<file path="src/hw/rtl/pva_pkg.sv">
// pva_pkg: types and constants shared by the voice allocator files
// no dependencies
`default_nettype none

package pva_pkg;

  localparam int unsigned MAX_VOICES = 16;
  localparam int unsigned VIDX_W     = 4;
  localparam int unsigned PITCH_W    = 7;
  localparam int unsigned HELD_W     = 8;
  localparam int unsigned AGE_W      = 8;

  localparam logic [HELD_W-1:0] NO_PITCH = 8'hFF;

  localparam logic OP_NOTE_ON  = 1'b0;
  localparam logic OP_NOTE_OFF = 1'b1;

  typedef logic [VIDX_W-1:0]     vidx_t;
  typedef logic [PITCH_W-1:0]    pitch_t;
  typedef logic [HELD_W-1:0]     held_t;
  typedef logic [AGE_W-1:0]      age_t;
  typedef logic [MAX_VOICES-1:0] vmask_t;

  typedef struct packed {
    logic   found;
    vidx_t  voice;
    logic   set_on;
    logic   set_off;
    logic   clear_age;
    vmask_t age_inc;
  } pva_decision_t;

endpackage

`default_nettype wire

</file>
<file path="src/hw/rtl/pva_select.sv">
// pva_select: voice choice for one event, pure combinational
// depends on pva_pkg; per-voice state arrives padded to MAX_VOICES entries
`default_nettype none

module pva_select import pva_pkg::*; #(
  parameter int unsigned VOICES = 16
) (
  input  wire logic          opcode,
  input  wire pitch_t        pitch,
  input  wire vidx_t         track,
  input  wire vmask_t        group_mask,
  input  wire logic          map_direct,
  input  wire vmask_t        alloc_mask,
  input  wire held_t         held_pitch [MAX_VOICES],
  input  wire age_t          age        [MAX_VOICES],
  input  wire vmask_t        sounding,
  output pva_decision_t      decision
);

  localparam int unsigned LEVELS = 4;

  vmask_t cand;
  vmask_t same_pitch;
  logic   in_range;

  logic   has_asp, has_isp, has_inact, has_off;
  vidx_t  asp, isp, inact, off_idx;
  vidx_t  pick;
  logic   pick_ok;
  age_t   sel_age;

  logic   node_ok  [LEVELS+1][MAX_VOICES];
  vidx_t  node_idx [LEVELS+1][MAX_VOICES];
  age_t   node_age [LEVELS+1][MAX_VOICES];

  always_comb begin
    in_range = {1'b0, track} < 5'(VOICES);
    for (int i = 0; i < MAX_VOICES; i++) begin
      cand[i]       = group_mask[i] & alloc_mask[i] & (i < VOICES);
      same_pitch[i] = held_pitch[i] == {1'b0, pitch};
    end
  end

  // oldest sounding candidate, ties to the lower index
  always_comb begin
    for (int i = 0; i < MAX_VOICES; i++) begin
      node_ok[0][i]  = cand[i] & sounding[i];
      node_idx[0][i] = VIDX_W'(i);
      node_age[0][i] = age[i];
    end
    for (int l = 1; l <= LEVELS; l++) begin
      for (int n = 0; n < MAX_VOICES; n++) begin
        node_ok[l][n]  = 1'b0;
        node_idx[l][n] = '0;
        node_age[l][n] = '0;
      end
      for (int n = 0; n < (MAX_VOICES >> l); n++) begin
        if (node_ok[l-1][2*n] &&
            (!node_ok[l-1][2*n+1] || node_age[l-1][2*n] >= node_age[l-1][2*n+1])) begin
          node_ok[l][n]  = node_ok[l-1][2*n];
          node_idx[l][n] = node_idx[l-1][2*n];
          node_age[l][n] = node_age[l-1][2*n];
        end else begin
          node_ok[l][n]  = node_ok[l-1][2*n+1];
          node_idx[l][n] = node_idx[l-1][2*n+1];
          node_age[l][n] = node_age[l-1][2*n+1];
        end
      end
    end
  end

  always_comb begin
    has_asp = 1'b0; has_isp = 1'b0; has_inact = 1'b0; has_off = 1'b0;
    asp = '0; isp = '0; inact = '0; off_idx = '0;
    for (int i = 0; i < MAX_VOICES; i++) begin
      if (cand[i] && sounding[i] && same_pitch[i]) begin
        has_asp = 1'b1;
        asp     = VIDX_W'(i);
      end
      if (cand[i] && !sounding[i] && same_pitch[i]) begin
        has_isp = 1'b1;
        isp     = VIDX_W'(i);
      end
      if (cand[i] && !sounding[i]) begin
        has_inact = 1'b1;
        inact     = VIDX_W'(i);
      end
    end
    for (int i = MAX_VOICES - 1; i >= 0; i--) begin
      if (cand[i] && sounding[i] && same_pitch[i]) begin
        has_off = 1'b1;
        off_idx = VIDX_W'(i);
      end
    end
  end

  always_comb begin
    pick_ok = 1'b1;
    if (has_asp) begin
      pick = asp;
    end else if (has_isp) begin
      pick = isp;
    end else if (has_inact) begin
      pick = inact;
    end else begin
      pick    = node_idx[LEVELS][0];
      pick_ok = node_ok[LEVELS][0];
    end
    sel_age = '0;
    for (int i = 0; i < MAX_VOICES; i++) begin
      if (VIDX_W'(i) == pick) begin
        sel_age = age[i];
      end
    end
  end

  always_comb begin
    decision = '0;
    if (!in_range) begin
      decision = '0;
    end else if (group_mask == '0) begin
      if (map_direct) begin
        decision.found   = 1'b1;
        decision.voice   = track;
        decision.set_on  = opcode == OP_NOTE_ON;
        decision.set_off = opcode == OP_NOTE_OFF;
      end
    end else if (opcode == OP_NOTE_OFF) begin
      if (has_off) begin
        decision.found   = 1'b1;
        decision.voice   = off_idx;
        decision.set_off = 1'b1;
      end
    end else if (pick_ok) begin
      decision.found     = 1'b1;
      decision.voice     = pick;
      decision.set_on    = 1'b1;
      decision.clear_age = 1'b1;
      for (int i = 0; i < MAX_VOICES; i++) begin
        decision.age_inc[i] = cand[i] && (VIDX_W'(i) != pick) && (age[i] <= sel_age);
      end
    end
  end

endmodule

`default_nettype wire

</file>
<file path="src/hw/rtl/poly_voice_allocator.sv">
// poly_voice_allocator: polyphonic voice allocation with oldest-voice steal
// depends on pva_pkg and pva_select
// one event per cycle sustained while the output is not stalled
// the event register feeds the voice choice, which updates voice state and result register together
// synchronous active-high reset: all voices silent, pitch none, age zero, mask all ones
`default_nettype none

module poly_voice_allocator import pva_pkg::*; #(
  parameter int unsigned VOICES = 16
) (
  input  wire logic         clk,
  input  wire logic         rst,
  input  wire logic         cfg_write,
  input  wire logic [15:0]  cfg_data,
  input  wire logic         in_valid,
  output logic              in_stall,
  input  wire logic         opcode,
  input  wire logic [6:0]   pitch,
  input  wire logic [3:0]   track,
  input  wire logic [15:0]  group_mask,
  input  wire logic         map_direct,
  output logic              out_valid,
  input  wire logic         out_stall,
  output logic [3:0]        voice,
  output logic              found
);

  vmask_t alloc_mask;

  logic   ev_valid;
  logic   ev_opcode;
  pitch_t ev_pitch;
  vidx_t  ev_track;
  vmask_t ev_group;
  logic   ev_direct;

  held_t  held_pitch [VOICES];
  age_t   age        [VOICES];
  logic   sounding   [VOICES];

  held_t  held_pad   [MAX_VOICES];
  age_t   age_pad    [MAX_VOICES];
  vmask_t sound_pad;

  pva_decision_t decision;
  logic          out_free;
  logic          advance;
  logic          in_take;

  assign out_free = !out_valid || !out_stall;
  assign advance  = ev_valid && out_free;
  assign in_stall = ev_valid && !out_free;
  assign in_take  = in_valid && !in_stall;

  for (genvar g = 0; g < MAX_VOICES; g++) begin : g_pad
    if (g < VOICES) begin : g_used
      assign held_pad[g]  = held_pitch[g];
      assign age_pad[g]   = age[g];
      assign sound_pad[g] = sounding[g];
    end else begin : g_unused
      assign held_pad[g]  = NO_PITCH;
      assign age_pad[g]   = '0;
      assign sound_pad[g] = 1'b0;
    end
  end

  pva_select #(.VOICES(VOICES)) u_select (
    .opcode       (ev_opcode),
    .pitch        (ev_pitch),
    .track        (ev_track),
    .group_mask   (ev_group),
    .map_direct   (ev_direct),
    .alloc_mask   (alloc_mask),
    .held_pitch   (held_pad),
    .age          (age_pad),
    .sounding     (sound_pad),
    .decision     (decision)
  );

  always_ff @(posedge clk) begin
    if (rst) begin
      alloc_mask <= '1;
    end else if (cfg_write) begin
      alloc_mask <= cfg_data;
    end
  end

  // event register
  always_ff @(posedge clk) begin
    if (rst) begin
      ev_valid <= 1'b0;
    end else if (in_take) begin
      ev_valid <= 1'b1;
    end else if (advance) begin
      ev_valid <= 1'b0;
    end
  end

  always_ff @(posedge clk) begin
    if (in_take) begin
      ev_opcode <= opcode;
      ev_pitch  <= pitch;
      ev_track  <= track;
      ev_group  <= group_mask;
      ev_direct <= map_direct;
    end
  end

  // voice state
  always_ff @(posedge clk) begin
    if (rst) begin
      for (int i = 0; i < VOICES; i++) begin
        held_pitch[i] <= NO_PITCH;
        age[i]        <= '0;
        sounding[i]   <= 1'b0;
      end
    end else if (advance && decision.found) begin
      for (int i = 0; i < VOICES; i++) begin
        if (VIDX_W'(i) == decision.voice) begin
          if (decision.set_on) begin
            sounding[i]   <= 1'b1;
            held_pitch[i] <= {1'b0, ev_pitch};
          end
          if (decision.set_off) begin
            sounding[i] <= 1'b0;
          end
          if (decision.clear_age) begin
            age[i] <= '0;
          end
        end else if (decision.age_inc[i]) begin
          age[i] <= age[i] + AGE_W'(1);
        end
      end
    end
  end

  // result register
  always_ff @(posedge clk) begin
    if (rst) begin
      out_valid <= 1'b0;
    end else if (advance) begin
      out_valid <= 1'b1;
    end else if (!out_stall) begin
      out_valid <= 1'b0;
    end
  end

  always_ff @(posedge clk) begin
    if (advance) begin
      voice <= decision.found ? decision.voice : '0;
      found <= decision.found;
    end
  end

endmodule

`default_nettype wire

</file>
<file path="config.mk">
export PLATFORM = sky130hd
export DESIGN_NAME = poly_voice_allocator
export DESIGN_NICKNAME = d
export VERILOG_FILES = /design/src/hw/rtl/pva_pkg.sv /design/src/hw/rtl/pva_select.sv /design/src/hw/rtl/poly_voice_allocator.sv
export SDC_FILE = /design/constraint.sdc
export NUM_CORES = 1
export LEC_CHECK = 0
export BUFFER_PORTS_ARGS = -buffer_cell sky130_fd_sc_hd__clkbuf_2
export CAP_MARGIN = 15
export CORE_MARGIN = 3
export CORE_UTILIZATION = 50
export CTS_CLUSTER_DIAMETER = 30
export DETAILED_ROUTE_END_ITERATION = 10
export PLACE_DENSITY = 0.66
export RECOVER_POWER = 50
export REMOVE_ABC_BUFFERS = 1
export SYNTH_ARGS = -nofsm -noshare
export SYNTH_HDL_FRONTEND = slang
export SYNTH_SLANG_ARGS = --single-unit
export TNS_END_PERCENT = 30
</file>
<file path="constraint.sdc">
create_clock -name clk -period 14.4 [get_ports clk]
set_clock_uncertainty 0.05 [all_clocks]
set_input_delay 2.88 -clock clk [delete_from_list [all_inputs] [get_ports clk]]
set_output_delay 2.88 -clock clk [all_outputs]
set_load 0.01 [all_outputs]
</file>
==> results.toml <==
[status]
status = "finished, violations left"
violations = "max-capacitance violations, max-slew violations"

[detailed_routing]
vias = 21595
viasPerCell = 6.24
ant_nets = 0
drtIter0Drc = 2090
wirelength_um = 84200
dr.pass1.iters = 7
wire_per_inst_um = 24.3
drc_errors = 0

[worst_setup_path]
cp-start-kind = "flip-flop"
rr_endpoint = "age[1][18]"
cp.arrival_ns = 13.84
crit_buf_inv = 5
max_stage_delay_ns = 0.67
critical_path.max_fanout = 17
r2r_slack_ns = 0.94
crit_family = "compound AO/OA/AOI/OAI gates"
path_common_cell = "ha_1"
setup.worst_path.end_class = "flip-flop"
worst_path_max_delay_cell = "a2111oi_1"
r2r-start = "age[1][0]"
required_ns = 14.78
critPathLaunch = "age[1][0]"
reg2reg_depth = 47
crit_type = "reg2reg"

[power_and_ir_drop]
ir_drop_mv = 0.149
power.total_mw = 3.92
p_per_area_mw_per_mm2 = 136
leakage_nw = 11.9

[min_path]
holdPathStages = 2
hp-class = "reg2reg"
hold_end = "held_pitch[1][7]"
holdCritStartpoint = "held_pitch[1][7]"

[global_routing]
grt_pass1_vias = 21364
grt_overflow = 0
grt_pass1_wl_um = 127000
grt_antenna_before_repair = 4
grt_max_degree = 56
grt_use_total_pct = 31.6

[cts]
cts_resized = 0
cts.clk_slew.worst_paths_ns = 0.05
cts_root_buf = "clkbuf_16"
post_cts_buffers = 0
cts_buffers = 77
cts_tree = "done"
postCtsHoldBufs = 0
worst_skew_pair.late_latency_ns = 0.63
clk_path_buf_depth = 3
htreeDepth = 3
clkSinkCount = 324

[final_layout]
diodes = 0
syn_to_final_growth_pct = 15.7
nFillCells = 4256
fin_cells = 3463
drive_gt1_share_pct = 10.0
nets = 3049
finalInstanceArea_mm2 = 0.0288

[sta]
fin_tns_setup_ns = 0
whs_ns = 0.435
slew_headroom_pct = -133
rsz0062_at_grt = "no"
slew_viol_final = 139
worst_pin_slew_ns = 3.49
hold_viol = 0
layout_min_cycle_time_ns = 13.46
finalSetupViolCount = 0
period_share_pct = 93.5
max_freq_ghz = 0.0743

[die]
coreArea_mm2 = 0.0491
die_h_um = 229
io_pins = 57
dieWidth_um = 229
start_util_pct = 50.7
rows = 81
die-area_mm2 = 0.0524

[yosys]
yosys_register_bits = 324
synthCells = 2621
async_flop_share_pct = 0
synth_area_mm2 = 0.0249
synth_area_leaders = "edfxtp_1 (36%), ha_1 (13%), nor2_1 (4.9%)"
synth_flop_cell = "edfxtp_1"
syn-mean-instance-area_um2 = 9.48
yosysSeqAreaShare_pct = 38.0
synth_edf_count = 297
synth_cell_types = 94
yosysTopAreaCell = "edfxtp_1"
yosys_warnings = 0
synth_top_area_share_pct = 35.9

[place]
hpwl_um = 64700
portBuffers = 56
placed_cells = 3319
placed_area_mm2 = 0.0261
gp_congestion = 1.03

[flow_run]
max-cap-violations = 3
-- how the worst max path moves through the flow --
| stage | cells after the start | slack (ns) | endpoint |
|---|---|---|---|
| 6_report | 47 | 0.94 | age[1][18] |
| 3_3_place_gp | 47 | 1.07 | age[1][42] |
| 4_1_cts | 46 | 0.94 | age[1][40] |
| 2_1_floorplan | 42 | 0.02 | age[0][10] |
| 5_1_grt | 49 | 0.09 | age[1][18] |
| 3_5_place_dp | 46 | 1.02 | age[1][44] |
-- sequential cells by signal (all words and copies together), names as in the netlist, 4 cells and up --
name / cells
voice: 4
ev_group: 16
held_pitch: 128
alloc_mask: 16
sounding: 16
ev_pitch: 7
age: 128
ev_track: 4
-- cell type report --
cell class | count | area [um^2] | share of cell area [%]
flip-flops and latches | 324 | 9460 | 32.9
repair buffers | 108 | 651 | 2.26
clock buffers | 92 | 2080 | 7.22
inverters | 152 | 571 | 1.98
well taps | 664 | 831 | 2.89
clock inverters | 51 | 668 | 2.32
multi-input cells | 2072 | 14500 | 50.4
-- synthesized netlist by cell type, types with 46 or more instances --
library cell / number
xor2_1: 117
o21ai_0: 106
xnor2_1: 87
nor2_1: 325
nor4_1: 50
a21oi_1: 126
and3_1: 46
edfxtp_1: 297
nand3_1: 136
ha_1: 264
inv_1: 150
nand4_1: 46
clkbuf_1: 50
mux2i_1: 71
nand2_1: 173
-- stage by stage --
| step | setup WS [ns] | utilization, % |
|---|---|---|
| final | 0.940 | 58.6 |
| after global routing | 0.0935 | 58.6 |
| after floorplan | 0.0185 | - |
| after detailed placement | 1.02 | 53.2 |
| after CTS | 0.937 | 58.7 |
| after global placement | 1.07 | 53.2 |
-- layout by cell type, fill, tap and decap left out, types with 37 or more instances in the layout --
cell type and count:
nor2_1 325, edfxtp_1 297, ha_1 264, nand2_1 173, inv_1 149, nand3_1 136, a21oi_1 127, xor2_1 117
o21ai_0 106, xnor2_1 87, clkbuf_16 79, mux2i_1 71, nor4_1 50, and3_1 46, nand4_1 46, nor3_1 46
buf_4 46, clkbuf_2 45, a21o_1 44, nand2b_1 37
-- cells by family after synthesis --
kind of cell / synth area share [%]
adders and majority gates: 13.3
buffers and inverters: 3.76
DFF: 38.0
muxes: 3.76
xor gates and xnor gates: 7.45
and+or+nand+nor: 20.1
AOI/OAI and AO/OA: 13.6
-- worst min-delay path, stage by stage, from the launching register on --
cell     delay (ns)
dfxtp_1        0.31
nor2_1         0.08
nor2_1         0.04
-- metal layers --
layer / wire [um] / global-route usage (%) / up-vias
met2: 38900 / 51.8 / 965
met4: 4200 / 14.7 / 6
met5: 36 / 0 / -
met3: 6240 / 5.62 / 258
li1: - / - / 9988
met1: 34800 / 40.8 / 10378
-- report_power, final --
part,total (mW),leakage [nW],switching (mW),internal [mW]
registers,1.16,3.16,0.0705,1.09
clock network,1.81,1.32,0.589,1.22
logic,0.954,7.38,0.592,0.361
No activity file was read; power rests on OpenSTA's default activity.
